--- src/sv/glp_pkg.sv ---
// Shared types, constants and the glow falloff table for the glow line shader.
// No dependencies; used by every module of the block through scoped names.
package glp_pkg;

    // How the projection t is formed for one pixel, and the no-write case.
    typedef enum logic [1:0] {
        K_NONE,   // beam off: result is a no-write
        K_ZERO,   // t = 0 (dot <= 0, or a dot-length segment)
        K_FULL,   // t = 256 (dot >= len2)
        K_DIV     // t = dot * 256 / len2
    } t_kind;

    localparam int CFG_IDX_BITS = 3;
    localparam logic [CFG_IDX_BITS-1:0] REG_START_X = 3'd0;
    localparam logic [CFG_IDX_BITS-1:0] REG_START_Y = 3'd1;
    localparam logic [CFG_IDX_BITS-1:0] REG_END_X   = 3'd2;
    localparam logic [CFG_IDX_BITS-1:0] REG_END_Y   = 3'd3;
    localparam logic [CFG_IDX_BITS-1:0] REG_BRIGHT  = 3'd4;
    localparam logic [CFG_IDX_BITS-1:0] REG_THICK   = 3'd5;

    localparam int          T_FRAC_BITS = 8;        // quotient bits of t
    localparam logic [8:0]  T_ONE       = 9'd256;   // t at the segment end
    localparam int          GLOW_SHIFT  = 14;
    localparam int          GLOW_LEN    = 178;
    localparam logic [7:0]  LEVEL_MAX   = 8'd255;
    localparam int          QUEUE_DEPTH = 4;

    localparam logic [7:0] GLOW_TABLE [0:GLOW_LEN-1] = '{
        8'd255, 8'd247, 8'd240, 8'd232, 8'd225, 8'd218, 8'd211, 8'd205,
        8'd199, 8'd192, 8'd187, 8'd181, 8'd175, 8'd170, 8'd165, 8'd160,
        8'd155, 8'd150, 8'd145, 8'd141, 8'd136, 8'd132, 8'd128, 8'd124,
        8'd120, 8'd117, 8'd113, 8'd110, 8'd106, 8'd103, 8'd100, 8'd97,
        8'd94,  8'd91,  8'd88,  8'd85,  8'd83,  8'd80,  8'd78,  8'd75,
        8'd73,  8'd71,  8'd69,  8'd67,  8'd64,  8'd62,  8'd61,  8'd59,
        8'd57,  8'd55,  8'd53,  8'd52,  8'd50,  8'd49,  8'd47,  8'd46,
        8'd44,  8'd43,  8'd42,  8'd40,  8'd39,  8'd38,  8'd37,  8'd36,
        8'd35,  8'd33,  8'd32,  8'd31,  8'd30,  8'd30,  8'd29,  8'd28,
        8'd27,  8'd26,  8'd25,  8'd24,  8'd24,  8'd23,  8'd22,  8'd22,
        8'd21,  8'd20,  8'd20,  8'd19,  8'd18,  8'd18,  8'd17,  8'd17,
        8'd16,  8'd16,  8'd15,  8'd15,  8'd14,  8'd14,  8'd14,  8'd13,
        8'd13,  8'd12,  8'd12,  8'd12,  8'd11,  8'd11,  8'd11,  8'd10,
        8'd10,  8'd10,  8'd9,   8'd9,   8'd9,   8'd8,   8'd8,   8'd8,
        8'd8,   8'd7,   8'd7,   8'd7,   8'd7,   8'd7,   8'd6,   8'd6,
        8'd6,   8'd6,   8'd6,   8'd5,   8'd5,   8'd5,   8'd5,   8'd5,
        8'd5,   8'd5,   8'd4,   8'd4,   8'd4,   8'd4,   8'd4,   8'd4,
        8'd4,   8'd4,   8'd3,   8'd3,   8'd3,   8'd3,   8'd3,   8'd3,
        8'd3,   8'd3,   8'd3,   8'd3,   8'd2,   8'd2,   8'd2,   8'd2,
        8'd2,   8'd2,   8'd2,   8'd2,   8'd2,   8'd2,   8'd2,   8'd2,
        8'd2,   8'd2,   8'd2,   8'd2,   8'd2,   8'd1,   8'd1,   8'd1,
        8'd1,   8'd1,   8'd1,   8'd1,   8'd1,   8'd1,   8'd1,   8'd1,
        8'd1,   8'd1
    };

    // Entries past the table end read as zero.
    function automatic logic [7:0] glow_entry(input logic [7:0] idx);
        if (int'(idx) < GLOW_LEN) begin
            return GLOW_TABLE[idx];
        end
        return 8'd0;
    endfunction

    // Bits of one front-to-back queue entry: ddx, ddy, dx, dy, dot, len2, kind, old.
    function automatic int item_bits(input int cb);
        return 4 * (cb + 1) + 2 * (2 * cb + 3) + 2 + 8;
    endfunction

endpackage

--- src/sv/glp_front.sv ---
// Front end: takes pixels, forms the segment vector and dot products, classifies t.
// Depends on glp_pkg; feeds glp_queue.
module glp_front #(
    parameter int COORD_BITS = 12
) (
    input  logic                                           i_clk,
    input  logic                                           i_rst_n,
    input  logic                                           i_valid,
    output logic                                           o_ready,
    input  logic [COORD_BITS-2:0]                          i_pixel_x,
    input  logic [COORD_BITS-2:0]                          i_pixel_y,
    input  logic [7:0]                                     i_old_level,
    input  logic signed [COORD_BITS-1:0]                   i_start_x,
    input  logic signed [COORD_BITS-1:0]                   i_start_y,
    input  logic signed [COORD_BITS-1:0]                   i_end_x,
    input  logic signed [COORD_BITS-1:0]                   i_end_y,
    input  logic [7:0]                                     i_beam_brightness,
    output logic                                           o_push,
    input  logic                                           i_full,
    output logic [glp_pkg::item_bits(COORD_BITS)-1:0]      o_item
);
    localparam int DW = COORD_BITS + 1;
    localparam int PW = 2 * DW;
    localparam int SW = 2 * COORD_BITS + 3;

    typedef struct packed {
        logic signed [DW-1:0] ddx;
        logic signed [DW-1:0] ddy;
        logic signed [DW-1:0] dx;
        logic signed [DW-1:0] dy;
        logic [SW-1:0]        dot;
        logic [SW-1:0]        len2;
        glp_pkg::t_kind       kind;
        logic [7:0]           old;
    } t_item;

    logic                 w_en;
    logic                 r1_v, r2_v, r3_v;
    logic signed [DW-1:0] r1_ddx, r1_ddy, r1_dx, r1_dy;
    logic [7:0]           r1_old, r2_old;
    logic                 r1_off, r2_off;
    logic signed [DW-1:0] r2_ddx, r2_ddy, r2_dx, r2_dy;
    logic signed [PW-1:0] r2_pxx, r2_pyy, r2_pdx, r2_pdy;
    logic signed [SW-1:0] w_len2, w_dot;
    glp_pkg::t_kind       w_kind;
    t_item                r3_item;

    assign w_en    = !r3_v || !i_full;
    assign o_ready = w_en;
    assign o_push  = r3_v;
    assign o_item  = r3_item;

    always_ff @(posedge i_clk) begin
        if (!i_rst_n) begin
            r1_v <= 1'b0;
            r2_v <= 1'b0;
            r3_v <= 1'b0;
        end else if (w_en) begin
            r1_v <= i_valid;
            r2_v <= r1_v;
            r3_v <= r2_v;
        end
    end

    // stage 1: differences
    always_ff @(posedge i_clk) begin
        if (w_en) begin
            r1_ddx <= $signed({2'b00, i_pixel_x}) - $signed({i_start_x[COORD_BITS-1], i_start_x});
            r1_ddy <= $signed({2'b00, i_pixel_y}) - $signed({i_start_y[COORD_BITS-1], i_start_y});
            r1_dx  <= $signed({i_end_x[COORD_BITS-1], i_end_x})
                      - $signed({i_start_x[COORD_BITS-1], i_start_x});
            r1_dy  <= $signed({i_end_y[COORD_BITS-1], i_end_y})
                      - $signed({i_start_y[COORD_BITS-1], i_start_y});
            r1_old <= i_old_level;
            r1_off <= (i_beam_brightness == 8'd0);
        end
    end

    // stage 2: products
    always_ff @(posedge i_clk) begin
        if (w_en) begin
            r2_pxx <= r1_dx * r1_dx;
            r2_pyy <= r1_dy * r1_dy;
            r2_pdx <= r1_ddx * r1_dx;
            r2_pdy <= r1_ddy * r1_dy;
            r2_ddx <= r1_ddx;
            r2_ddy <= r1_ddy;
            r2_dx  <= r1_dx;
            r2_dy  <= r1_dy;
            r2_old <= r1_old;
            r2_off <= r1_off;
        end
    end

    // stage 3: sums and classification
    always_comb begin
        w_len2 = {{(SW-PW){r2_pxx[PW-1]}}, r2_pxx} + {{(SW-PW){r2_pyy[PW-1]}}, r2_pyy};
        w_dot  = {{(SW-PW){r2_pdx[PW-1]}}, r2_pdx} + {{(SW-PW){r2_pdy[PW-1]}}, r2_pdy};
        if (r2_off) begin
            w_kind = glp_pkg::K_NONE;
        end else if (w_dot <= 0) begin
            w_kind = glp_pkg::K_ZERO;   // also covers a dot-length segment
        end else if (w_dot >= w_len2) begin
            w_kind = glp_pkg::K_FULL;
        end else begin
            w_kind = glp_pkg::K_DIV;
        end
    end

    always_ff @(posedge i_clk) begin
        if (w_en) begin
            r3_item.ddx  <= r2_ddx;
            r3_item.ddy  <= r2_ddy;
            r3_item.dx   <= r2_dx;
            r3_item.dy   <= r2_dy;
            r3_item.dot  <= w_dot;
            r3_item.len2 <= w_len2;
            r3_item.kind <= w_kind;
            r3_item.old  <= r2_old;
        end
    end

endmodule

--- config.mk ---
export PLATFORM = sky130hd
export DESIGN_NAME = glp_front
export DESIGN_NICKNAME = d
export VERILOG_FILES = /design/src/sv/glp_pkg.sv /design/src/sv/glp_front.sv
export SDC_FILE = /design/constraint.sdc
export NUM_CORES = 2
export LEC_CHECK = 0
export ABC_AREA = 1
export ABC_CLOCK_PERIOD_IN_PS = 19850
export BUFFER_PORTS_ARGS = -buffer_cell sky130_fd_sc_hd__clkbuf_2
export CORE_MARGIN = 4
export CORE_UTILIZATION = 30
export DETAILED_ROUTE_END_ITERATION = 16
export PLACE_DENSITY = 0.53
export SLEW_MARGIN = 20
export SYNTH_ARGS = -nofsm -noshare
export SYNTH_HDL_FRONTEND = slang
export SYNTH_SLANG_ARGS = --single-unit
--- constraint.sdc ---
create_clock -name i_clk -period 19.85 [get_ports i_clk]
set_input_delay 0.9925 -clock i_clk [delete_from_list [all_inputs] [get_ports i_clk]]
set_output_delay 0.9925 -clock i_clk [all_outputs]
set_load 0.01 [all_outputs]
Word-level counts from Yosys, hierarchy flattened
Index checks and enable logic that the tools add are counted.
- $add $sub $neg: 6
- multipliers: 4
- magnitude comparators: 2
- mux-type cells: 2
- reductions and logical operators: 5
- operators by type and width (operator ; number):
    13-bit by 13-bit multiplier with 26-bit output ; 4
    26-bit by 26-bit adder with 27-bit output ; 2
    12-bit by 12-bit subtractor with 13-bit output ; 4
    27-bit >= comparator ; 1
    27-bit by 1-bit less-or-equal comparator with 1-bit output (second input constant) ; 1
    8-bit zero test ; 1
    1-bit zero test ; 2
    1-bit two-way mux ; 2
    2-bit OR reduction ; 1
    1-bit logical OR ; 1
- bits in registers: 345
- input port bits: 90
- logic and storage cells: 47

Depth between registers and ports, before layout
- depth in word-level cells: 4
- gate-level depth with buffers: 28
- gate-level depth less buffers: 26

Least setup slack after synthesis
OpenSTA, ideal clock, no wires.
- kind: input to register
- from: input i_full
- to: register r2_v
- library setup time: 159 ps
- arrival: 9163 ps
- required time: 19691 ps
- path slack: 10528 ps
- stages: 4
- path through: nand2_1 inv_1 o21ai_0 a21oi_1
- word-level cells in the longest chain between the ends: 2
- ends and longest elaborated chain (item ; line ; RTL):
    start: declaration ; glp_front.sv:19 ; input logic i_full,
    1-bit zero test ; glp_front.sv:48 ; assign w_en = !r3_v || !i_full;
    1-bit logical OR ; glp_front.sv:48 ;
    end signal: assignment ; glp_front.sv:60 ; r2_v <= r1_v;
    end: declaration ; glp_front.sv:38 ; logic r1_v, r2_v, r3_v;
No other way between the ends.
A chain may end at the register's enable or synchronous reset.

Worst setup path after layout
- from: register r1_dy[12]
- to: register r2_pdy[22], data pin
- word-level cells in the longest chain between the ends: 1
- ends and longest elaborated chain (item ; line ; RTL):
    start: declaration ; glp_front.sv:39 ; logic signed [DW-1:0] r1_ddx, r1_ddy, r1_dx, r1_dy;
    start signal: assignment ; glp_front.sv:72 ; r1_dy <= $signed({i_end_y[COORD_BITS-1], i_end_y})
    13-bit by 13-bit multiplier with 26-bit output ; glp_front.sv:85 ; r2_pdy <= r1_ddy * r1_dy;
    end signal: assignment ; glp_front.sv:85 ;
    end: declaration ; glp_front.sv:43 ; logic signed [PW-1:0] r2_pxx, r2_pyy, r2_pdx, r2_pdy;
No other way between the ends.

==> results.tsv <==
metric	value	unit
status	finished clean	
Critical-path top delay cell	edfxtp_1	
Synth cell types	48	
worst path cell trace	inv_1 > or2_2 > fa_1 > fa_1 > inv_1 > fa_1 > fa_1 > fa_1 > fa_1 > ha_1 > nand2_1 > nor2_1 > inv_1 > o21ai_0 > a31oi_1 > o21ai_0 > a21oi_1 > xnor2_1	
synthesized net count	5450	
final hold vios	0	
Top cell by count, worst path	fa_1	
Synth Register Bits	341	
Worst Clk Skew	0.0241	ns
fin crit period	6.66	ns
Total GRT Usage	14.2	%
placeable core area	0.134	mm²
layout cells sized above 1	8.14	%
Starting DRT DRC Count	1553	
first-pass GRT wire length	159000	µm
vias per inst	4.44	
dpl hpwl	79400	µm
Max Slew Vio Count	0	
CP required	20.18	ns
Starting Density	30.4	%
setup tns final	0	ns
WP buf/inv	3	
reg-to-reg critical path startpoint	r1_dy[12]$_DFFE_PP_	
slowest stage delay, CP	0.92	ns
worst reg2reg endpoint	r2_pdy[22]$_DFFE_PP_	
largest net degree at the start of global routing	136	
TritonCTS clock tree	built	
Max Freq	150	MHz
RePlAce Congestion	0.879	
Worst Setup Start Kind	flip-flop	
Register Area	0.0102	mm²
DRT Wirelength	99000	µm
Core Rows	134	
Finished Core Util	33.8	%
WL met3	5340	µm
clock sink total	341	
final setup fails	0	
Ys Warns	0	
# IOs	208	
antenna-violating nets left	0	
commonest non-fill, non-tap cells in the layout	inv_1, nand2_1, fa_1	
RSZ-0062 raised after global routing	no	
Reg2Reg Depth	18	
area fraction of the dominant cell type after synthesis	30.1	%
top post-synthesis cells by area	fa_1, edfxtp_1, ha_1	
Post-Syn Area per Cell	9.38	µm²
synthesized area	0.0408	mm²
MaxCap Viol Count	0	
final period utilization	33.5	%
via count	28100	
# resized after CTS	0	
area of the multi-input gates	0.0258	mm²
Routed WL per cell	15.6	µm
Worst R2R Setup Slack	13.19	ns
Seq/Total Area, Yosys	25.1	%
worst-path maximum fanout	22	
Worst Setup SP	r1_dy[12]$_DFFE_PP_	
CP top delay family	adder cells	
Fillers	13800	
DR top layer	met4	
root buf cell	clkbuf_16	
Reg clk slew, reported paths	0.07	ns
Hold Buf Count CTS	0	
Met1 Wirelength	43800	µm
Remaining DRCs	0	
die area	0.142	mm²
commonest non-fill, non-tap cell in the layout	inv_1	
Post-Syn Instances	4344	
Layout area overhead	11.2	%
Slew HR	35.6	%
Levels on crit path	18	
latest clock arrival within the worst-skew pair	0.59	ns
Setup crit end	r2_pdy[22]$_DFFE_PP_	
vias in the first global route	29800	
Pre-antenna DRT Iters	5	
CTS buffer count	41	
Hold Path Depth	0	
Overflow after GRT	0	
I/O Buffers	207	
CTS H-Tree Depth	2	
Die W	377	µm
Max clock buf depth	3	
die height	377	µm
worst hold path class	reg2reg	
Crit. End Element	flip-flop	
WP data arrival	6.98	ns
Final #Nets	5630	
Least-Margin Pin Slew	0.966	ns
Crit Path Class	reg2reg	
Yosys top cell by area	fa_1	
initial antenna violation count	1	
setup repair bufs after CTS	0	
met2 routed WL	47800	µm
## registers in the layout, indices dropped and copies added (netlist names), 8 cells and up
signal,count
r2_ddy,13
r2_pdy,26
r1_ddy,13
r1_dy,13
r1_ddx,13
o_item,116
r2_old,8
r2_pyy,24
r2_dx,13
r1_old,8
r2_ddx,13
r1_dx,13
r2_pdx,26
r2_dy,13
r2_pxx,24
## cell usage after synthesis, drive strengths merged
| cell type | number |
|---|---|
| o21bai | 23 |
| o2111ai | 2 |
| o21a | 5 |
| ha | 403 |
| clkinv | 1 |
| nand3 | 77 |
| inv | 1156 |
| and2 | 3 |
| nor4 | 8 |
| dfxtp | 3 |
| fa | 613 |
| edfxtp | 338 |
| a21boi | 6 |
| a221oi | 4 |
| clkbuf | 73 |
| buf | 32 |
| xor2 | 116 |
| a31o | 2 |
| nand4 | 22 |
| or2 | 13 |
| xnor2 | 73 |
| a21o | 13 |
| o31ai | 2 |
| o311ai | 1 |
| o221ai | 3 |
| nand2 | 894 |
| a21oi | 173 |
| nor3 | 20 |
| o311a | 1 |
| o21ai | 87 |
| a211oi | 4 |
| o211ai | 4 |
| a2111oi | 1 |
| nor2 | 141 |
| a31oi | 16 |
| nand3b | 11 |
## layer usage
| metal | global-route usage [%] | vias up |
|---|---|---|
| li1 | - | 13600 |
| met1 | 18.6 | 14000 |
| met2 | 24.4 | 452 |
| met3 | 2.72 | 97 |
| met4 | 3.23 | 0 |
| met5 | 0 | - |
## worst reg2reg max path, delay by kind of cell (launching register included)
family / cells / cell delay (ns)
adder cells (fa/ha/maj): 7 / 3.17
flip-flops: 1 / 0.92
AO/OA/AOI/OAI: 4 / 0.78
buffers and inverters: 3 / 0.70
AND/OR/NAND/NOR: 3 / 0.69
XOR/XNOR: 1 / 0.14
## how the worst min path moves through the flow
stage | from | to
finish | r2_dx[8]$_DFFE_PP_ | o_item[85]$_DFFE_PP_
global route | r2_dy[3]$_DFFE_PP_ | o_item[67]$_DFFE_PP_
CTS | r2_dx[8]$_DFFE_PP_ | o_item[85]$_DFFE_PP_
detailed placement | r2_dy[4]$_DFFE_PP_ | o_item[68]$_DFFE_PP_
global placement | r2_old[3]$_DFFE_PP_ | o_item[3]$_DFFE_PP_
floorplan | r2_old[0]$_DFFE_PP_ | o_item[0]$_DFFE_PP_
## stage by stage
stage                     cell area (µm²)  hold slack [ns]  setup slack, ns  instances
after global routing                45300            0.420            12.78       6325
after global placement              43900            0.401            13.32       6249
after floorplan                     40800            0.400            10.53       4344
final                               45300            0.414            13.19       6326
after CTS                           45300            0.410            13.19       6325
after detailed placement            43900            0.405            13.25       6249
## cell families after synthesis
logic type	share of synthesized area, %
buffers and inverters	11.6
AND/OR/NAND/NOR	11.9
adder cells (fa/ha/maj)	42.5
AO/OA/AOI/OAI	4.85
flip-flops	25.1
XOR/XNOR	4.06
## layout make-up
class | count | area share (%)
Multi-Input combinational cell | 2741 | 57.0
Sequential cell | 341 | 22.5
Inverter | 1157 | 9.58
Tap cell | 1768 | 4.88
Timing Repair Buffer | 242 | 2.89
Clock buffer | 51 | 2.44
Clock inverter | 25 | 0.699
Antenna cell | 1 | 0.00552
Power is not shown: default switching activity piles up to over one toggle a cycle in this logic, so the estimate is an artifact.
