<file path="src/sv/glp_pkg.sv">
// Shared types, constants and the glow falloff table for the glow line shader.
// No dependencies; used by every module of the block through scoped names.
package glp_pkg;

    // How the projection t is formed for one pixel, and the no-write case.
    typedef enum logic [1:0] {
        K_NONE,   // beam off: result is a no-write
        K_ZERO,   // t = 0 (dot <= 0, or a dot-length segment)
        K_FULL,   // t = 256 (dot >= len2)
        K_DIV     // t = dot * 256 / len2
    } t_kind;

    localparam int CFG_IDX_BITS = 3;
    localparam logic [CFG_IDX_BITS-1:0] REG_START_X = 3'd0;
    localparam logic [CFG_IDX_BITS-1:0] REG_START_Y = 3'd1;
    localparam logic [CFG_IDX_BITS-1:0] REG_END_X   = 3'd2;
    localparam logic [CFG_IDX_BITS-1:0] REG_END_Y   = 3'd3;
    localparam logic [CFG_IDX_BITS-1:0] REG_BRIGHT  = 3'd4;
    localparam logic [CFG_IDX_BITS-1:0] REG_THICK   = 3'd5;

    localparam int          T_FRAC_BITS = 8;        // quotient bits of t
    localparam logic [8:0]  T_ONE       = 9'd256;   // t at the segment end
    localparam int          GLOW_SHIFT  = 14;
    localparam int          GLOW_LEN    = 178;
    localparam logic [7:0]  LEVEL_MAX   = 8'd255;
    localparam int          QUEUE_DEPTH = 4;

    localparam logic [7:0] GLOW_TABLE [0:GLOW_LEN-1] = '{
        8'd255, 8'd247, 8'd240, 8'd232, 8'd225, 8'd218, 8'd211, 8'd205,
        8'd199, 8'd192, 8'd187, 8'd181, 8'd175, 8'd170, 8'd165, 8'd160,
        8'd155, 8'd150, 8'd145, 8'd141, 8'd136, 8'd132, 8'd128, 8'd124,
        8'd120, 8'd117, 8'd113, 8'd110, 8'd106, 8'd103, 8'd100, 8'd97,
        8'd94,  8'd91,  8'd88,  8'd85,  8'd83,  8'd80,  8'd78,  8'd75,
        8'd73,  8'd71,  8'd69,  8'd67,  8'd64,  8'd62,  8'd61,  8'd59,
        8'd57,  8'd55,  8'd53,  8'd52,  8'd50,  8'd49,  8'd47,  8'd46,
        8'd44,  8'd43,  8'd42,  8'd40,  8'd39,  8'd38,  8'd37,  8'd36,
        8'd35,  8'd33,  8'd32,  8'd31,  8'd30,  8'd30,  8'd29,  8'd28,
        8'd27,  8'd26,  8'd25,  8'd24,  8'd24,  8'd23,  8'd22,  8'd22,
        8'd21,  8'd20,  8'd20,  8'd19,  8'd18,  8'd18,  8'd17,  8'd17,
        8'd16,  8'd16,  8'd15,  8'd15,  8'd14,  8'd14,  8'd14,  8'd13,
        8'd13,  8'd12,  8'd12,  8'd12,  8'd11,  8'd11,  8'd11,  8'd10,
        8'd10,  8'd10,  8'd9,   8'd9,   8'd9,   8'd8,   8'd8,   8'd8,
        8'd8,   8'd7,   8'd7,   8'd7,   8'd7,   8'd7,   8'd6,   8'd6,
        8'd6,   8'd6,   8'd6,   8'd5,   8'd5,   8'd5,   8'd5,   8'd5,
        8'd5,   8'd5,   8'd4,   8'd4,   8'd4,   8'd4,   8'd4,   8'd4,
        8'd4,   8'd4,   8'd3,   8'd3,   8'd3,   8'd3,   8'd3,   8'd3,
        8'd3,   8'd3,   8'd3,   8'd3,   8'd2,   8'd2,   8'd2,   8'd2,
        8'd2,   8'd2,   8'd2,   8'd2,   8'd2,   8'd2,   8'd2,   8'd2,
        8'd2,   8'd2,   8'd2,   8'd2,   8'd2,   8'd1,   8'd1,   8'd1,
        8'd1,   8'd1,   8'd1,   8'd1,   8'd1,   8'd1,   8'd1,   8'd1,
        8'd1,   8'd1
    };

    // Entries past the table end read as zero.
    function automatic logic [7:0] glow_entry(input logic [7:0] idx);
        if (int'(idx) < GLOW_LEN) begin
            return GLOW_TABLE[idx];
        end
        return 8'd0;
    endfunction

    // Bits of one front-to-back queue entry: ddx, ddy, dx, dy, dot, len2, kind, old.
    function automatic int item_bits(input int cb);
        return 4 * (cb + 1) + 2 * (2 * cb + 3) + 2 + 8;
    endfunction

endpackage

</file>
<file path="src/sv/glp_queue.sv">
// Short FIFO between the front and back ends of the glow line shader.
// Depends on glp_pkg for its depth.
module glp_queue #(
    parameter int WIDTH = 64
) (
    input  logic             i_clk,
    input  logic             i_rst_n,
    input  logic             i_push,
    input  logic [WIDTH-1:0] i_data,
    output logic             o_full,
    output logic             o_valid,
    input  logic             i_pop,
    output logic [WIDTH-1:0] o_data
);
    localparam int DEPTH = glp_pkg::QUEUE_DEPTH;
    localparam int AW    = $clog2(DEPTH);

    logic [WIDTH-1:0] r_mem [0:DEPTH-1];
    logic [AW-1:0]    r_wr, r_rd;
    logic [AW:0]      r_cnt;
    logic             w_push, w_pop;

    assign o_full  = (r_cnt == (AW + 1)'(DEPTH));
    assign o_valid = (r_cnt != '0);
    assign o_data  = r_mem[r_rd];
    assign w_push  = i_push && !o_full;
    assign w_pop   = i_pop && o_valid;

    always_ff @(posedge i_clk) begin
        if (!i_rst_n) begin
            r_wr  <= '0;
            r_rd  <= '0;
            r_cnt <= '0;
        end else begin
            if (w_push) begin
                r_wr <= r_wr + 1'b1;
            end
            if (w_pop) begin
                r_rd <= r_rd + 1'b1;
            end
            r_cnt <= r_cnt + (AW + 1)'(w_push) - (AW + 1)'(w_pop);
        end
    end

    always_ff @(posedge i_clk) begin
        if (w_push) begin
            r_mem[r_wr] <= i_data;
        end
    end

endmodule

</file>
<file path="config.mk">
export PLATFORM = sky130hd
export DESIGN_NAME = glp_queue
export DESIGN_NICKNAME = d
export VERILOG_FILES = /design/src/sv/glp_pkg.sv /design/src/sv/glp_queue.sv
export SDC_FILE = /design/constraint.sdc
export NUM_CORES = 1
export LEC_CHECK = 0
export BUFFER_PORTS_ARGS = -buffer_cell sky130_fd_sc_hd__buf_4
export CORE_MARGIN = 4
export CORE_UTILIZATION = 51
export DETAILED_ROUTE_END_ITERATION = 16
export PLACE_DENSITY = 0.72
export SLEW_MARGIN = 25
export SYNTH_ARGS = -nofsm -noshare
export SYNTH_HDL_FRONTEND = slang
export SYNTH_SLANG_ARGS = --single-unit
</file>
<file path="constraint.sdc">
create_clock -name i_clk -period 3.7 [get_ports i_clk]
set_clock_uncertainty 0.1 [all_clocks]
set_input_delay 0.74 -clock i_clk [delete_from_list [all_inputs] [get_ports i_clk]]
set_output_delay 0.74 -clock i_clk [all_outputs]
set_load 0.05 [all_outputs]
</file>
== After elaboration in Yosys (flattened, before gate mapping) ==
Memories as Yosys holds them, arrays and structs flattened. A register that Yosys moved wholly into a read port is not among the register bits.
Cells that the tools add are included.

* Bits in registers: 7
* Memories: 1
* Word-level logic and storage cells: 17
* Memory bits (writable): 256
* Output and inout bits: 66

* Reduce and logical (&&, ||, !) cells: 4
* Add/subtract/negate cells: 4
* Multiplexer cells: 4
* Equality and inequality tests: 1

{| class="wikitable"
|+ Memories
! memory !! depth !! bits a word !! read ports !! clocked after memory_dff !! wr ports !! line !! source
|-
| r_mem || 4 || 64 || 1 || 1 || 1 || glp_queue.sv:18 || <nowiki>logic [WIDTH-1:0] r_mem [0:DEPTH-1];</nowiki>
|}

{| class="wikitable"
|+ Operators by type and width
! cell !! count
|-
| $add A2 B1 Y2 const B || 2
|-
| $mux W2 || 2
|-
| $add A3 B1 Y3 || 1
|-
| $eq A3 B3 Y1 const B || 1
|-
| $reduce_bool A3 Y1 || 1
|-
| $sub A3 B1 Y3 || 1
|-
| $logic_and A1 B1 Y1 || 2
|-
| $mux W1 || 2
|-
| $logic_not A1 Y1 || 1
|}

== Logic depth before layout (Yosys ltp) ==
Gate-level depths: netlist (run 1).

* Word-level depth: 5
* Depth in mapped cells: 12

== Least setup slack after synthesis (run 1) ==
No wires, ideal clock.

* Path kind: in2reg
* Start point: in i_push
* End point: mem r_mem[0][0] (enable)
* Arrival time: 2.533 ns
* Cell stages on the path: 3
* Setup time: 0.429 ns
* Slack: 0.638 ns
* Cells stage by stage: nor2b_1 > buf_2 > and2_1

* Word-level cells in the longest chain between the ends: 3

{| class="wikitable"
|+ RTL lines
! item !! line !! source
|-
| from (decl) || glp_queue.sv:8 || <nowiki>input logic i_push,</nowiki>
|-
| $logic_and A1 B1 Y1 || glp_queue.sv:26 || <nowiki>assign w_push = i_push && !o_full;</nowiki>
|-
| $mux W1 || glp_queue.sv:46 || <nowiki>if (w_push) begin</nowiki>
|-
| $mux W1 (implied by the code) || glp_queue.sv:47 || <nowiki>r_mem[r_wr] <= i_data;</nowiki>
|-
| to (decl) || glp_queue.sv:18 ||
|}

No other way between the ends.

==> results of run 1 <==
[sequential cells by signal, summed over array words and instances (netlist names), named ones only]
name   flops
r_rd       2
r_wr       2
r_mem    256
r_cnt      3
[final cells by class]
| cell class | count | area, um2 |
|---|---|---|
| Tap cell | 234 | 293 |
| Inverter | 5 | 18.8 |
| Sequential cell | 265 | 7880 |
| Timing Repair Buffer | 140 | 1130 |
| Clock buffer | 30 | 666 |
| Fill cell | 1259 | 6860 |
| Clock inverter | 18 | 195 |
| Multi-Input combinational cell | 96 | 1740 |
[path summary, 6_finish.rpt]
check	to	slack, ns	depth (start not counted)
setup / recovery	o_data[30]	0.56	3
hold / removal	r_mem[2][21]$_DFFE_PP_	0.32	1
setup reg to reg	r_cnt[2]$_SDFF_PN0_	1.01	11
hold reg to reg	r_wr[1]$_SDFFE_PN0P_	0.43	2
[critical path, stage by stage, from the launching register on]
cell     delay, ns
dfxtp_4       0.64
buf_4         0.36
mux4_2        0.56
buf_4         0.21
[cell usage in the layout, fill, tap and decap left out, types with 5 or more instances in the layout]
cell type and n:
clkbuf_16 26, buf_12 6, mux4_2 60, edfxtp_1 256, inv_1 5, ha_1 6, clkinv_1 5, buf_4 134
dfxtp_1 7, clkinv_2 8
[Yosys cell counts (all sizes together)]
library cell	n
buf	14
clkbuf	2
mux2i	2
ha	6
o311ai	1
and2	7
mux4	64
nor3b	1
fa	1
dfxtp	9
o31a	1
inv	5
edfxtp	256
nor2b	4
or3	1
xnor2	4
nand2	4
[where the power goes]
group	internal, mW	total (mW)	switching [mW]
clock	1.57	2.60	1.03
sequential	3.64	3.81	0.169
combinational	1.03	2.82	1.79
[logic make-up after synthesis]
| kind of cell | synth area share, % |
|---|---|
| AO/OA/AOI/OAI | 0.179 |
| XOR/XNOR | 0.358 |
| adder cells (fa/ha/maj) | 0.971 |
| buffers and inverters | 1.98 |
| flip-flops | 80.4 |
| multiplexers | 15.1 |
| AND/OR/NAND/NOR | 1.05 |
[per-layer routing]
layer | wire length (um) | up-vias | GRT usage (%)
li1 | - | 1929 | -
met1 | 6840 | 2274 | 20.8
met2 | 8460 | 122 | 26.9
met3 | 997 | 27 | 4.28
met4 | 361 | 0 | 3.62
met5 | 0 | - | 0
==> flow_summary.yaml, run 1 <==
cts:
  clock_path_buffers: 3
  hold_buffers: 0
  clk_pin_slew_worst_paths_ns: 0.06
  tritoncts: "yes"
  cts_buffers: 26
  clk-insertion-delay-late_ns: 0.52
  cts_root_buf: "clkbuf_16"
  htreeDepth: 1
  clkSinkCount: 265
  cts_setup_buffers: 0
  ctsResizeCount: 0
yosys:
  yosysWarnings: 0
  yosysSeqAreaShare_pct: 80.4
  yosysTopAreaCellShare_pct: 78.5
  yosys-top-cells-area: "edfxtp_1 (79%), mux4_2 (14%), dfxtp_1 (1.8%), buf_12 (1.2%), mux4_1 (1.1%)"
  syn-num-nets: 457
  synthesis.area_mm2: 0.00979
  syn_inst: 382
  ys_ff_latch: 265
  yosysTopAreaCell: "edfxtp_1"
  syn_area_per_cell_um2: 25.6
  yosys.cell_types.count: 21
floorplanning:
  core_area_mm2: 0.0188
  start_util_pct: 52.2
  fp.dieW_um: 147
  io_pins: 134
  fp-row-count: 50
  die_area_mm2: 0.0215
  die_h_um: 147
layout:
  instances_no_fill: 788
  drive_gt1_share_pct: 44.4
  diodes: 0
  nets: 609
  final_area_mm2: 0.0119
  fin_util_pct: 63.5
  area_delta_synth_final_pct: 21.7
grt:
  grt_max_degree: 35
  antenna_found_initial: 0
  grt_pass1_vias: 4849
  overflow: 0
  track_usage_pct: 15.8
  grt_pass1_wl_um: 26600
min_path:
  hold_start: "i_data[21]"
  min-delay-path-class: "in2reg"
drt:
  via_per_inst: 5.52
  ant_nets: 0
  drc: 0
  dr.first_iter.drc_count: 257
  vias: 4352
  totalWireLength_um: 16700
  routedWlPerCell_um: 21.1
  firstDrtPassIters: 4
sta:
  setup_viol: 0
  max_slew_margin_pct: 64.4
  fmax_mhz: 318
  min_period_ns: 3.14
  final.setup.tns_ns: 0
  hold_viol: 0
  slew_violations: 0
  fin_hold_ws_ns: 0.321
  fin_crit_sh_pct: 85.0
  tightest_slew_ns: 0.532
  setup_ws_ns: 0.556
  rsz0062_at_grt: "false"
pwr:
  power.total_mw: 9.23
  peakVddDrop_mv: 0.548
  p_per_area_mw_per_mm2: 775
  leakagePower_nw: 4.04
critical_path:
  crit_path_max_fanout: 23
  r2r-start: "r_cnt[1]$_SDFF_PN0_"
  startpoint_type: "register"
  worst-setup-path-type: "reg2out"
  end_kind: "output pin"
  required_ns: 2.86
  worstPathArrival_ns: 2.30
placed_design:
  io_buffers: 133
  dp_cells: 740
  dp_hpwl_um: 10000
  placed_area_mm2: 0.0110
  gp_congestion: 0.753
  pre_cts_slack_ns: 0.771
run:
  maxCapViolCount: 0
status:
  status: "completed"
(Power assumes the default switching activity.)
==> inputs of run 2 (changes only) <==
ABC_AREA = 1   (was default)
clock period = 3.27 ns   (was 3.7 ns; I/O delays follow)
==> run 2 against run 1 <==
Combinational power grew 23%. Sequential power grew 11%. Register-to-register slack lost 0.20 ns. Via count grew 39%. Wire length grew 24%.
==> flow_summary.yaml, run 2 <==
status:
  status: "completed"
layout:
  area_delta_synth_final_pct: 20.2
  final_common_cell: "edfxtp_1"
  nets: 896
  top_regs: "r_mem (256), r_cnt (3)"
  diodes: 0
  final_area_mm2: 0.0120
  largest_reg_flops: 256
  multi_input_area_mm2: 0.00180
  regMostFlops: "r_mem"
  regArea_mm2: 0.00787
  drive_gt1_share_pct: 22.4
  n_fill_cell: 1383
  final_cell_mix: "edfxtp_1 (256), buf_4 (146), nor2_1 (136), o21ai_0 (73), o22ai_1 (64)"
yosys:
  yosys-top-cells-area: "edfxtp_1 (77%), nor2_1 (5.3%), o22ai_1 (4.0%), o21ai_0 (3.7%), o21ai_1 (2.8%)"
  yosysSeqAreaShare_pct: 78.9
  synth.most_common_cell: "edfxtp_1"
  yosysWarnings: 0
  async_flop_share_pct: 0
  yosysTopAreaCell: "edfxtp_1"
  syn-num-nets: 760
  yosys.cell_types.count: 20
  synth_commonest_cells: "edfxtp_1 (256), nor2_1 (140), o21ai_0 (73), o22ai_1 (64), o21ai_1 (56)"
  syn_area_per_cell_um2: 14.6
  syn_inst: 685
  synthFlopType: "edfxtp_1"
  yosysTopAreaCellShare_pct: 77.1
  synthesis.area_mm2: 0.00998
  ys_ff_latch: 265
  synth-edff-count: 256
critical_path:
  crit_path_max_fanout: 45
  end_kind: "output pin"
  crit_top_cell: "buf_4"
  crit_family: "buffers and inverters"
  slowest_delay_ns: 0.39
  crit_buf_inv: 3
  worst-setup-path-type: "reg2out"
  cp_cell_sequence: "inv_4, buf_4, nor2_1, o22ai_1, buf_4"
  required_ns: 2.52
  cpMaxStageDelayCell: "inv_4"
  startpoint_type: "register"
  worstPathArrival_ns: 2.18
drt:
  firstDrtPassIters: 4
  vias: 6036
  via_per_inst: 5.49
  ant_nets: 0
  routedWlPerCell_um: 18.9
  totalWireLength_um: 20700
  drc: 0
  dr.first_iter.drc_count: 344
placed_design:
  io_buffers: 133
  gp_congestion: 0.806
  dp_hpwl_um: 12100
  placed_area_mm2: 0.0112
grt:
  grt_pass1_vias: 6174
  overflow: 0
  grt_max_degree: 69
  track_usage_pct: 18.3
  antenna_found_initial: 0
  grt_pass1_wl_um: 31800
sta:
  tightest_slew_ns: 0.676
  fmax_mhz: 341
  max_slew_margin_pct: 54.9
  slew_violations: 0
  fin_crit_sh_pct: 89.8
  setup_viol: 0
  hold_viol: 0
  rsz0062_at_grt: "false"
  fin_hold_ws_ns: 0.243
  min_period_ns: 2.94
cts:
  clk-insertion-delay-late_ns: 0.51
  clkSinkCount: 265
  cts_setup_buffers: 0
  ctsResizeCount: 0
  cts_root_buf: "clkbuf_16"
  htreeDepth: 1
  cts_buffers: 26
  tritoncts: "yes"
  clk_pin_slew_worst_paths_ns: 0.06
  hold_buffers: 0
  clock_path_buffers: 3
floorplanning:
  start_util_pct: 52.6
  io_pins: 134
  fp.dieW_um: 148
  die_h_um: 148
  die_area_mm2: 0.0219
  core_area_mm2: 0.0190
  fp-row-count: 50
pwr:
  leakagePower_nw: 4.24
  peakVddDrop_mv: 0.705
  p_per_area_mw_per_mm2: 867
min_path:
  min-delay-path-class: "in2reg"
run:
  maxCapViolCount: 0
-- run 2: kinds of logic (layout without fill, tap and decap cells) --
group | after synthesis | after routing | share of synthesized area (%)
AND/OR/NAND/NOR | 156 | 156 | 5.91
buffers and inverters | 58 | 212 | 3.44
AO/OA/AOI/OAI | 199 | 199 | 10.8
flip-flops | 265 | 265 | 78.9
adder cells (fa/ha/maj) | 7 | 7 | 0.953
-- run 2: final timing paths --
kind | start | end | slack (ns) | cells past startpoint
min | i_data[31] | r_mem[2][31]$_DFFE_PP_ | 0.24 | 1
max reg2reg | r_cnt[1]$_SDFF_PN0_ | r_cnt[2]$_SDFF_PN0_ | 0.81 | 10
min reg2reg | r_rd[0]$_SDFFE_PN0P_ | r_rd[0]$_SDFFE_PN0P_ | 0.40 | 2
max | register | o_data[12] | 0.33 | 5
-- run 2: where the power goes --
part           switching [mW]  leakage (nW)  internal (mW)
Clock                    1.12         0.375           1.58
Combinational            2.55          1.44          0.918
Sequential             0.0968          2.42           4.14
-- run 2: area by class of cell --
| cell class | instances | area share, % |
|---|---|---|
| Sequential cell | 265 | 65.6 |
| Clock buffer | 35 | 5.88 |
| Tap cell | 260 | 2.71 |
| Inverter | 17 | 0.553 |
| Timing Repair Buffer | 149 | 9.64 |
| Clock inverter | 11 | 0.615 |
| Multi-Input combinational cell | 362 | 15.0 |
-- run 2: layer usage --
| layer | global-route usage, % | share of wire (%) | vias to the layer above |
|---|---|---|---|
| met5 | 0 | 0 | - |
| met4 | 4.02 | 1.4 | 0 |
| met3 | 3.77 | 6.8 | 23 |
| met2 | 32.2 | 50 | 166 |
| met1 | 23.9 | 42 | 3017 |
| li1 | - | - | 2830 |
-- run 2: metrics by stage --
| stage | utilization [%] | total power [mW] | worst slack, ns | instances | TNS [ns] |
|---|---|---|---|---|---|
| after CTS | 63.3 | 10.5 | 0.309 | 1099 | 0 |
| final | 63.3 | 10.4 | 0.334 | 1099 | 0 |
| after global routing | 63.3 | 10.9 | 0.199 | 1099 | 0 |
| after floorplan | - | 6.76 | -0.765 | 685 | -195.80 |
| after global placement | 59.2 | 7.70 | 0.827 | 1053 | 0 |
| after detailed placement | 59.2 | 7.80 | 0.795 | 1053 | 0 |
