[src/sv/glp_pkg.sv]
// Shared types, constants and the glow falloff table for the glow line shader.
// No dependencies; used by every module of the block through scoped names.
package glp_pkg;

    // How the projection t is formed for one pixel, and the no-write case.
    typedef enum logic [1:0] {
        K_NONE,   // beam off: result is a no-write
        K_ZERO,   // t = 0 (dot <= 0, or a dot-length segment)
        K_FULL,   // t = 256 (dot >= len2)
        K_DIV     // t = dot * 256 / len2
    } t_kind;

    localparam int CFG_IDX_BITS = 3;
    localparam logic [CFG_IDX_BITS-1:0] REG_START_X = 3'd0;
    localparam logic [CFG_IDX_BITS-1:0] REG_START_Y = 3'd1;
    localparam logic [CFG_IDX_BITS-1:0] REG_END_X   = 3'd2;
    localparam logic [CFG_IDX_BITS-1:0] REG_END_Y   = 3'd3;
    localparam logic [CFG_IDX_BITS-1:0] REG_BRIGHT  = 3'd4;
    localparam logic [CFG_IDX_BITS-1:0] REG_THICK   = 3'd5;

    localparam int          T_FRAC_BITS = 8;        // quotient bits of t
    localparam logic [8:0]  T_ONE       = 9'd256;   // t at the segment end
    localparam int          GLOW_SHIFT  = 14;
    localparam int          GLOW_LEN    = 178;
    localparam logic [7:0]  LEVEL_MAX   = 8'd255;
    localparam int          QUEUE_DEPTH = 4;

    localparam logic [7:0] GLOW_TABLE [0:GLOW_LEN-1] = '{
        8'd255, 8'd247, 8'd240, 8'd232, 8'd225, 8'd218, 8'd211, 8'd205,
        8'd199, 8'd192, 8'd187, 8'd181, 8'd175, 8'd170, 8'd165, 8'd160,
        8'd155, 8'd150, 8'd145, 8'd141, 8'd136, 8'd132, 8'd128, 8'd124,
        8'd120, 8'd117, 8'd113, 8'd110, 8'd106, 8'd103, 8'd100, 8'd97,
        8'd94,  8'd91,  8'd88,  8'd85,  8'd83,  8'd80,  8'd78,  8'd75,
        8'd73,  8'd71,  8'd69,  8'd67,  8'd64,  8'd62,  8'd61,  8'd59,
        8'd57,  8'd55,  8'd53,  8'd52,  8'd50,  8'd49,  8'd47,  8'd46,
        8'd44,  8'd43,  8'd42,  8'd40,  8'd39,  8'd38,  8'd37,  8'd36,
        8'd35,  8'd33,  8'd32,  8'd31,  8'd30,  8'd30,  8'd29,  8'd28,
        8'd27,  8'd26,  8'd25,  8'd24,  8'd24,  8'd23,  8'd22,  8'd22,
        8'd21,  8'd20,  8'd20,  8'd19,  8'd18,  8'd18,  8'd17,  8'd17,
        8'd16,  8'd16,  8'd15,  8'd15,  8'd14,  8'd14,  8'd14,  8'd13,
        8'd13,  8'd12,  8'd12,  8'd12,  8'd11,  8'd11,  8'd11,  8'd10,
        8'd10,  8'd10,  8'd9,   8'd9,   8'd9,   8'd8,   8'd8,   8'd8,
        8'd8,   8'd7,   8'd7,   8'd7,   8'd7,   8'd7,   8'd6,   8'd6,
        8'd6,   8'd6,   8'd6,   8'd5,   8'd5,   8'd5,   8'd5,   8'd5,
        8'd5,   8'd5,   8'd4,   8'd4,   8'd4,   8'd4,   8'd4,   8'd4,
        8'd4,   8'd4,   8'd3,   8'd3,   8'd3,   8'd3,   8'd3,   8'd3,
        8'd3,   8'd3,   8'd3,   8'd3,   8'd2,   8'd2,   8'd2,   8'd2,
        8'd2,   8'd2,   8'd2,   8'd2,   8'd2,   8'd2,   8'd2,   8'd2,
        8'd2,   8'd2,   8'd2,   8'd2,   8'd2,   8'd1,   8'd1,   8'd1,
        8'd1,   8'd1,   8'd1,   8'd1,   8'd1,   8'd1,   8'd1,   8'd1,
        8'd1,   8'd1
    };

    // Entries past the table end read as zero.
    function automatic logic [7:0] glow_entry(input logic [7:0] idx);
        if (int'(idx) < GLOW_LEN) begin
            return GLOW_TABLE[idx];
        end
        return 8'd0;
    endfunction

    // Bits of one front-to-back queue entry: ddx, ddy, dx, dy, dot, len2, kind, old.
    function automatic int item_bits(input int cb);
        return 4 * (cb + 1) + 2 * (2 * cb + 3) + 2 + 8;
    endfunction

endpackage

[src/sv/glp_back.sv]
// Back end: pipelined t divide, distance squared, glow lookup and saturating add.
// Depends on glp_pkg; drained from glp_queue, drives the result register.
module glp_back #(
    parameter int COORD_BITS = 12
) (
    input  logic                                      i_clk,
    input  logic                                      i_rst_n,
    input  logic                                      i_valid,
    output logic                                      o_pop,
    input  logic [glp_pkg::item_bits(COORD_BITS)-1:0] i_item,
    input  logic [7:0]                                i_beam_brightness,
    input  logic [5:0]                                i_beam_thickness,
    output logic                                      o_valid,
    input  logic                                      i_ready,
    output logic [7:0]                                o_new_level,
    output logic                                      o_write_enable
);
    localparam int DW = COORD_BITS + 1;
    localparam int SW = 2 * COORD_BITS + 3;
    localparam int QB = glp_pkg::T_FRAC_BITS;
    localparam int TW = DW + 10;
    localparam int EW = TW + 1;
    localparam int QW = 2 * EW;

    typedef struct packed {
        logic signed [DW-1:0] ddx;
        logic signed [DW-1:0] ddy;
        logic signed [DW-1:0] dx;
        logic signed [DW-1:0] dy;
        logic [SW-1:0]        dot;
        logic [SW-1:0]        len2;
        glp_pkg::t_kind       kind;
        logic [7:0]           old;
    } t_item;

    typedef struct packed {
        logic signed [DW-1:0] ddx;
        logic signed [DW-1:0] ddy;
        logic signed [DW-1:0] dx;
        logic signed [DW-1:0] dy;
        logic [SW-1:0]        rem;
        logic [SW-1:0]        len2;
        logic [QB-1:0]        q;
        glp_pkg::t_kind       kind;
        logic [7:0]           old;
    } t_div;

    // one restoring step: one quotient bit
    function automatic t_div div_step(input t_div d);
        t_div          o;
        logic [SW-1:0] sh;
        o  = d;
        sh = {d.rem[SW-2:0], 1'b0};
        if (sh >= d.len2) begin
            o.rem = sh - d.len2;
            o.q   = {d.q[QB-2:0], 1'b1};
        end else begin
            o.rem = sh;
            o.q   = {d.q[QB-2:0], 1'b0};
        end
        return o;
    endfunction

    logic                 w_en;
    t_item                w_in;
    t_div                 w_d0;
    t_div                 r_div [0:QB-1];
    logic [QB-1:0]        r_div_v;

    logic                 r_m_v, r_e_v, r_s_v, r_d_v, r_t_v, r_out_v;
    logic [8:0]           w_t;
    logic signed [TW-1:0] r_m_tdx, r_m_tdy;
    logic signed [DW-1:0] r_m_ddx, r_m_ddy;
    glp_pkg::t_kind       r_m_kind, r_e_kind, r_s_kind, r_d_kind, r_t_kind;
    logic [7:0]           r_m_old, r_e_old, r_s_old, r_d_old, r_t_old;
    logic signed [EW-1:0] r_e_ex, r_e_ey;
    logic signed [QW-1:0] r_s_xx, r_s_yy;
    logic [QW-1:0]        w_d2, w_r2, w_excess, w_hi;
    logic [5:0]           w_radius;
    logic [11:0]          w_rr;
    logic                 r_d_inside, r_d_ok, r_t_inside, r_t_ok;
    logic [7:0]           r_d_idx;
    logic [15:0]          r_t_prod;
    logic [7:0]           w_contrib;
    logic [8:0]           w_sum;
    logic                 w_we;
    logic [7:0]           r_out_level;
    logic                 r_out_we;

    assign w_en    = !r_out_v || i_ready;
    assign o_pop   = w_en;
    assign w_in    = i_item;
    assign o_valid = r_out_v;
    assign o_new_level    = r_out_level;
    assign o_write_enable = r_out_we;

    always_comb begin
        w_d0.ddx  = w_in.ddx;
        w_d0.ddy  = w_in.ddy;
        w_d0.dx   = w_in.dx;
        w_d0.dy   = w_in.dy;
        w_d0.rem  = w_in.dot;
        w_d0.len2 = w_in.len2;
        w_d0.q    = '0;
        w_d0.kind = w_in.kind;
        w_d0.old  = w_in.old;
    end

    always_ff @(posedge i_clk) begin
        if (!i_rst_n) begin
            r_div_v <= '0;
            r_m_v   <= 1'b0;
            r_e_v   <= 1'b0;
            r_s_v   <= 1'b0;
            r_d_v   <= 1'b0;
            r_t_v   <= 1'b0;
            r_out_v <= 1'b0;
        end else if (w_en) begin
            r_div_v <= {r_div_v[QB-2:0], i_valid};
            r_m_v   <= r_div_v[QB-1];
            r_e_v   <= r_m_v;
            r_s_v   <= r_e_v;
            r_d_v   <= r_s_v;
            r_t_v   <= r_d_v;
            r_out_v <= r_t_v;
        end
    end

    // divider stages
    always_ff @(posedge i_clk) begin
        if (w_en) begin
            r_div[0] <= div_step(w_d0);
            for (int k = 1; k < QB; k++) begin
                r_div[k] <= div_step(r_div[k-1]);
            end
        end
    end

    // t select and t * d
    always_comb begin
        case (r_div[QB-1].kind)
            glp_pkg::K_FULL: w_t = glp_pkg::T_ONE;
            glp_pkg::K_DIV:  w_t = {1'b0, r_div[QB-1].q};
            default:         w_t = 9'd0;
        endcase
    end

    always_ff @(posedge i_clk) begin
        if (w_en) begin
            r_m_tdx  <= $signed({1'b0, w_t}) * r_div[QB-1].dx;
            r_m_tdy  <= $signed({1'b0, w_t}) * r_div[QB-1].dy;
            r_m_ddx  <= r_div[QB-1].ddx;
            r_m_ddy  <= r_div[QB-1].ddy;
            r_m_kind <= r_div[QB-1].kind;
            r_m_old  <= r_div[QB-1].old;
        end
    end

    // error vector in Q8
    always_ff @(posedge i_clk) begin
        if (w_en) begin
            r_e_ex   <= ({{(EW-DW){r_m_ddx[DW-1]}}, r_m_ddx} << 8)
                        - {{(EW-TW){r_m_tdx[TW-1]}}, r_m_tdx};
            r_e_ey   <= ({{(EW-DW){r_m_ddy[DW-1]}}, r_m_ddy} << 8)
                        - {{(EW-TW){r_m_tdy[TW-1]}}, r_m_tdy};
            r_e_kind <= r_m_kind;
            r_e_old  <= r_m_old;
        end
    end

    always_ff @(posedge i_clk) begin
        if (w_en) begin
            r_s_xx   <= r_e_ex * r_e_ex;
            r_s_yy   <= r_e_ey * r_e_ey;
            r_s_kind <= r_e_kind;
            r_s_old  <= r_e_old;
        end
    end

    // distance squared against radius squared, table index
    always_comb begin
        w_d2     = $unsigned(r_s_xx) + $unsigned(r_s_yy);
        w_radius = 6'(({1'b0, i_beam_thickness} + 7'd1) >> 1);
        w_rr     = w_radius * w_radius;
        w_r2     = QW'({w_rr, 16'd0});
        w_excess = w_d2 - w_r2;
        w_hi     = w_excess >> glp_pkg::GLOW_SHIFT;
    end

    always_ff @(posedge i_clk) begin
        if (w_en) begin
            r_d_inside <= (w_d2 <= w_r2);
            r_d_ok     <= (w_hi < QW'(glp_pkg::GLOW_LEN));
            r_d_idx    <= w_hi[7:0];
            r_d_kind   <= r_s_kind;
            r_d_old    <= r_s_old;
        end
    end

    always_ff @(posedge i_clk) begin
        if (w_en) begin
            r_t_prod   <= i_beam_brightness * glp_pkg::glow_entry(r_d_idx);
            r_t_inside <= r_d_inside;
            r_t_ok     <= r_d_ok;
            r_t_kind   <= r_d_kind;
            r_t_old    <= r_d_old;
        end
    end

    // contribution and saturating add
    always_comb begin
        w_contrib = r_t_inside ? i_beam_brightness : r_t_prod[15:8];
        w_we      = (r_t_kind != glp_pkg::K_NONE) && (r_t_inside || r_t_ok)
                    && (w_contrib != 8'd0);
        w_sum     = {1'b0, r_t_old} + {1'b0, w_contrib};
    end

    always_ff @(posedge i_clk) begin
        if (w_en) begin
            r_out_we <= w_we;
            if (!w_we) begin
                r_out_level <= 8'd0;
            end else if (w_sum[8]) begin
                r_out_level <= glp_pkg::LEVEL_MAX;
            end else begin
                r_out_level <= w_sum[7:0];
            end
        end
    end

endmodule
[config.mk]
export PLATFORM = sky130hd
export DESIGN_NAME = glp_back
export DESIGN_NICKNAME = d
export VERILOG_FILES = /design/src/sv/glp_pkg.sv /design/src/sv/glp_back.sv
export SDC_FILE = /design/constraint.sdc
export NUM_CORES = 2
export LEC_CHECK = 0
export ABC_AREA = 1
export BUFFER_PORTS_ARGS = -buffer_cell sky130_fd_sc_hd__clkbuf_2
export CELL_PAD_IN_SITES_DETAIL_PLACEMENT = 1
export CELL_PAD_IN_SITES_GLOBAL_PLACEMENT = 2
export CORE_MARGIN = 2
export CORE_UTILIZATION = 43
export CTS_CLUSTER_SIZE = 20
export DETAILED_ROUTE_END_ITERATION = 10
export PLACE_DENSITY = 0.93
export SYNTH_ARGS = -nofsm -noshare
export SYNTH_HDL_FRONTEND = slang
export SYNTH_SLANG_ARGS = --single-unit
[constraint.sdc]
create_clock -name i_clk -period 67.7 [get_ports i_clk]
set_input_delay 13.54 -clock i_clk [delete_from_list [all_inputs] [get_ports i_clk]]
set_output_delay 13.54 -clock i_clk [all_outputs]
set_load 0.03 [all_outputs]
-- Word-level counts from Yosys, hierarchy flattened
Memory sizes are Yosys's and may differ from the RTL's.
Index checks and enable logic that the tools add are counted.
- mux-type cells: 44
- add/sub/neg operators: 14
- $mul: 6
- reductions and logical operators: 7
- order comparisons: 12
- equal/unequal tests: 2
- bitwise operators: 1
- operators by type and width (operator ; count):
    $mux W27 ; 16
    $ge A27 B27 Y1 ; 8
    $sub A27 B27 Y27 ; 8
    $mux W8 ; 15
    $mul A24 B24 Y48 ; 2
    $add A48 B48 Y48 ; 1
    $le A48 B28 Y1 ; 1
    $sub A21 B23 Y24 ; 2
    $sub A48 B28 Y48 ; 1
    $mul A10 B13 Y23 ; 2
    $lt A34 B8 Y1 const B ; 1
    $pmux W9 S2 ; 1
    $mul A8 B8 Y16 ; 1
    $mul A6 B6 Y12 ; 1
    $mux W1 ; 12
    $add A8 B8 Y9 ; 1
    $ge A9 B9 Y1 const B ; 1
    $not A8 Y9 ; 1
    $lt A8 B8 Y1 const B ; 1
    $reduce_bool A8 Y1 ; 1
    $add A6 B1 Y7 const B ; 1
    $eq A2 B2 Y1 const B ; 2
    $logic_and A1 B1 Y1 ; 2
    $logic_or A1 B1 Y1 ; 2
    2 further kinds ; 2
- bits in registers: 317
- memories kept: 2
- output and inout port bits: 11
- word-level logic and storage cells: 121
- RAM bits: 992
- bits in read-only memories: 2048
- memory list (name ; depth ; width ; read ports ; clocked after Yosys merged registers in ; wr ports ; line ; text):
    (name not given) ; 256 ; 8 ; 1 ; 0 ; 0 ; glp_pkg.sv:57 ; return GLOW_TABLE[idx];
    r_div ; 8 ; 124 ; 8 ; 0 ; 8 ; glp_back.sv:67 ; t_div r_div [0:QB-1];

-- Depth between registers and ports, before layout
- word-level depth: 8
- mapped depth: 40

-- Least setup slack after synthesis
No wires, ideal clock.
- path kind: input -> output
- start point: input port i_ready
- end point: output port o_pop
- buffers on the path: 1
- arrival: 46285 ps
- cell stages on the path: 3
- slack: 7875 ps
- cells stage by stage: nor2_1 -> inv_1 -> clkbuf_1
- cells in the longest elaborated chain, start to end: 1
- ends and longest elaborated chain (what ; line ; text):
    from (decl) ; glp_back.sv:14 ; input logic i_ready,
    $logic_or A1 B1 Y1 ; glp_back.sv:90 ; assign w_en = !r_out_v || i_ready;
    to (decl) ; glp_back.sv:9 ; output logic o_pop,
No other way between the ends.

-- Worst setup path in the final report
Same ends and word-level chain as after synthesis.

==> metrics.txt <==
Worst Hold Depth=0; wirelength, routed=about 270000 um; reg-to-reg startpoint=r_e_ey[23]; Req. time, crit path=54160 ps; Starting Density=0.4330; CTS-repair resized insts=0; CTS Sinks=around 1.2k; CP Launch Point=i_ready; Die X=499.1 um; Slowest cell on crit path=nor2_1; Post-CTS Hold Buffers=0; Syn Std Cell Area=between 100000 and 150000 um2; final-report setup violation count=0; Syn Area/Cell=9.926 um2; reg2reg path depth=23; Final #Nets=about 13k; crit path cell chain=clkbuf_2 > nor2_1 > inv_8 > clkbuf_2; actual slew at the worst max-slew pin=~1300 ps; # DRC=0; crit path max fanout=66; post-synth cell types=60; pre-CTS setup slack=approximately 39000 ps; total core area=~240000 um2; Reg-to-Reg End=r_s_yy[43]; most frequent cells in the layout=2621 x inv_1, 1886 x nand2_1, 1367 x fa_1; Final Cycle Share=0.4243; status=completed; Num CTS Buffers=between 100 and 150; RSZ-0062 raised after global routing=false; Post-DP HPWL=~220000 um; CTS tree=built; gpl congestion=around 0.92; max frequency=around 35 MHz; chip height=499.1 um; CP Capture Type=output port; Final Skew=approximately 50 ps; GR met2 Demand/Resource=0.4105; flop-to-flop setup slack=59130 ps; Port Buffers=143; first-pass GRT wire length=between 400000 and 500000 um; Area growth syn-to-layout=8.681%; commonest non-fill, non-tap cell in the layout=inv_1; fin worst setup slack=about 40000 ps; async set or reset register ratio after synthesis=0; GRT Max-Usage Layer=met2; io pins=145; per-cell routed wire length=between 15 and 20 um; area of placed instances=about 110000 um2; GR Util met1=0.2667; min cycle time layout=about 29000 ps; largest net degree at the start of global routing=184; Avg Vias per Cell=between 5 and 6; Hold/Removal Path Class=flop to flop; Final ANT Viol Nets=0; WP data arrival=roughly 15000 ps; Congestion Overflow GR=0; crit start category=input port; critical path class=input port to output port; layout cells sized above 1=0.04905; vias in the first global route=82.94k; cells after synthesis=~11k; #FFs+latches synth=between 1k and 1.5k; Seq/Total Area, Yosys=0.3434; EDFF count, synth=1196; clk_lat worst skew=roughly 830 ps; Rel. slew slack=0.1359; Largest stage delay, worst path=slightly below 800 ps; Fin Setup TNS=0 ps; initial antenna violation count=4; DR iter-0 viols=around 3.6k; design area=114600 um2; HP Start=r_div[1][320]; met3 usage=0.02435; Yosys warning count=0; Primary FF master, synth=edfxtp_1; Die Area=~250000 um2; clock buffer depth=3; CTS root buffer=clkbuf_16; Most common cell on crit path=clkbuf_2; # Max-Cap Violations=0; TritonRoute pass-1 iters=6; clk slew on worst S/H paths=roughly 70 ps; FP Rows=roughly 180; CTS H-tree depth=4; max-slew violation count=0; Hold Crit Endpoint=r_div[1][444]; Final Hold Viols=0; Post-CTS Setup Inserts=0; Via Count=71.57k; Total GRT Usage=0.2222
==> worst max-delay path by stage <==
stage          endpoint  slack, ps
2_1_floorplan     o_pop       7880
3_3_place_gp      o_pop      38960
3_5_place_dp      o_pop      38950
4_1_cts           o_pop      38950
5_1_grt           o_pop      38810
6_report          o_pop      38980
==> state kept, by name, indices dropped and copies added (netlist names), 8 cells and up <==
register / flops
r_t_prod: 8
r_m_ddy: 13
r_s_yy: 47
r_m_ddx: 13
o_new_level: 8
r_d_idx: 8
r_t_old: 8
r_s_xx: 47
r_e_old: 8
r_m_old: 8
r_m_tdy: 23
r_e_ex: 24
r_div_v: 8
r_e_ey: 24
r_s_old: 8
r_d_old: 8
r_div: 903
r_m_tdx: 23
==> metal layers <==
layer | up-vias | part of all wire
met5 | - | 0.000048
li1 | 33322 | -
met3 | 529 | 0.031
met2 | 1263 | 0.52
met1 | 36453 | 0.41
met4 | 2 | 0.035
==> synthesized netlist by cell type (all sizes together) (146+ instances only) <==
cell,number,share of area
a21oi,530,0.025
clkbuf,146,0.0052
edfxtp,1196,0.34
fa,1367,0.26
ha,760,0.090
inv,2645,0.094
nand2,1912,0.069
nand3,170,0.0084
nor2,663,0.024
o21ai,323,0.016
xnor2,223,0.019
xor2,206,0.017
==> logic make-up after synthesis <==
family          share of synthesized area
simple gates                       0.1113
flops                              0.3434
other cells                    0.00003558
xor+xnor                          0.03565
compound gates                    0.05825
mux                             0.0002018
buf+inv                            0.1013
fa+ha+maj                          0.3498
==> worst max-delay path, delay by kind of cell <==
| kind | cells | cell delay [ps] |
|---|---|---|
| buffers and inverters | 3 | 800 |
| and+or+nand+nor | 1 | 770 |
==> through the flow <==
step / hold slack [ps] / instances / utilization
floorplan: 400.3 / 10621 / -
global placement: 400.8 / 13859 / 0.4518
detailed placement: 405.2 / 13859 / 0.4518
CTS: 405.8 / 14110 / 0.4705
global route: 418.9 / 14111 / 0.4705
finish: 402.8 / 14111 / 0.4705
==> final cells by class <==
class / instances / area (um2)
inverters: 2652 / 9962
clock buffers: 174 / 3641
repair buffers: 217 / 1284
clock inverters: 77 / 918.4
well taps: 3202 / 4006
flip-flops and latches: 1210 / 36190
diodes: 1 / 2.502
fillers: 27211 / 128900
multi-input cells: 6578 / 58550
Power is left out: the tool's default activity adds up to more than one toggle a clock period on the data nets, which glitch-free logic cannot reach.
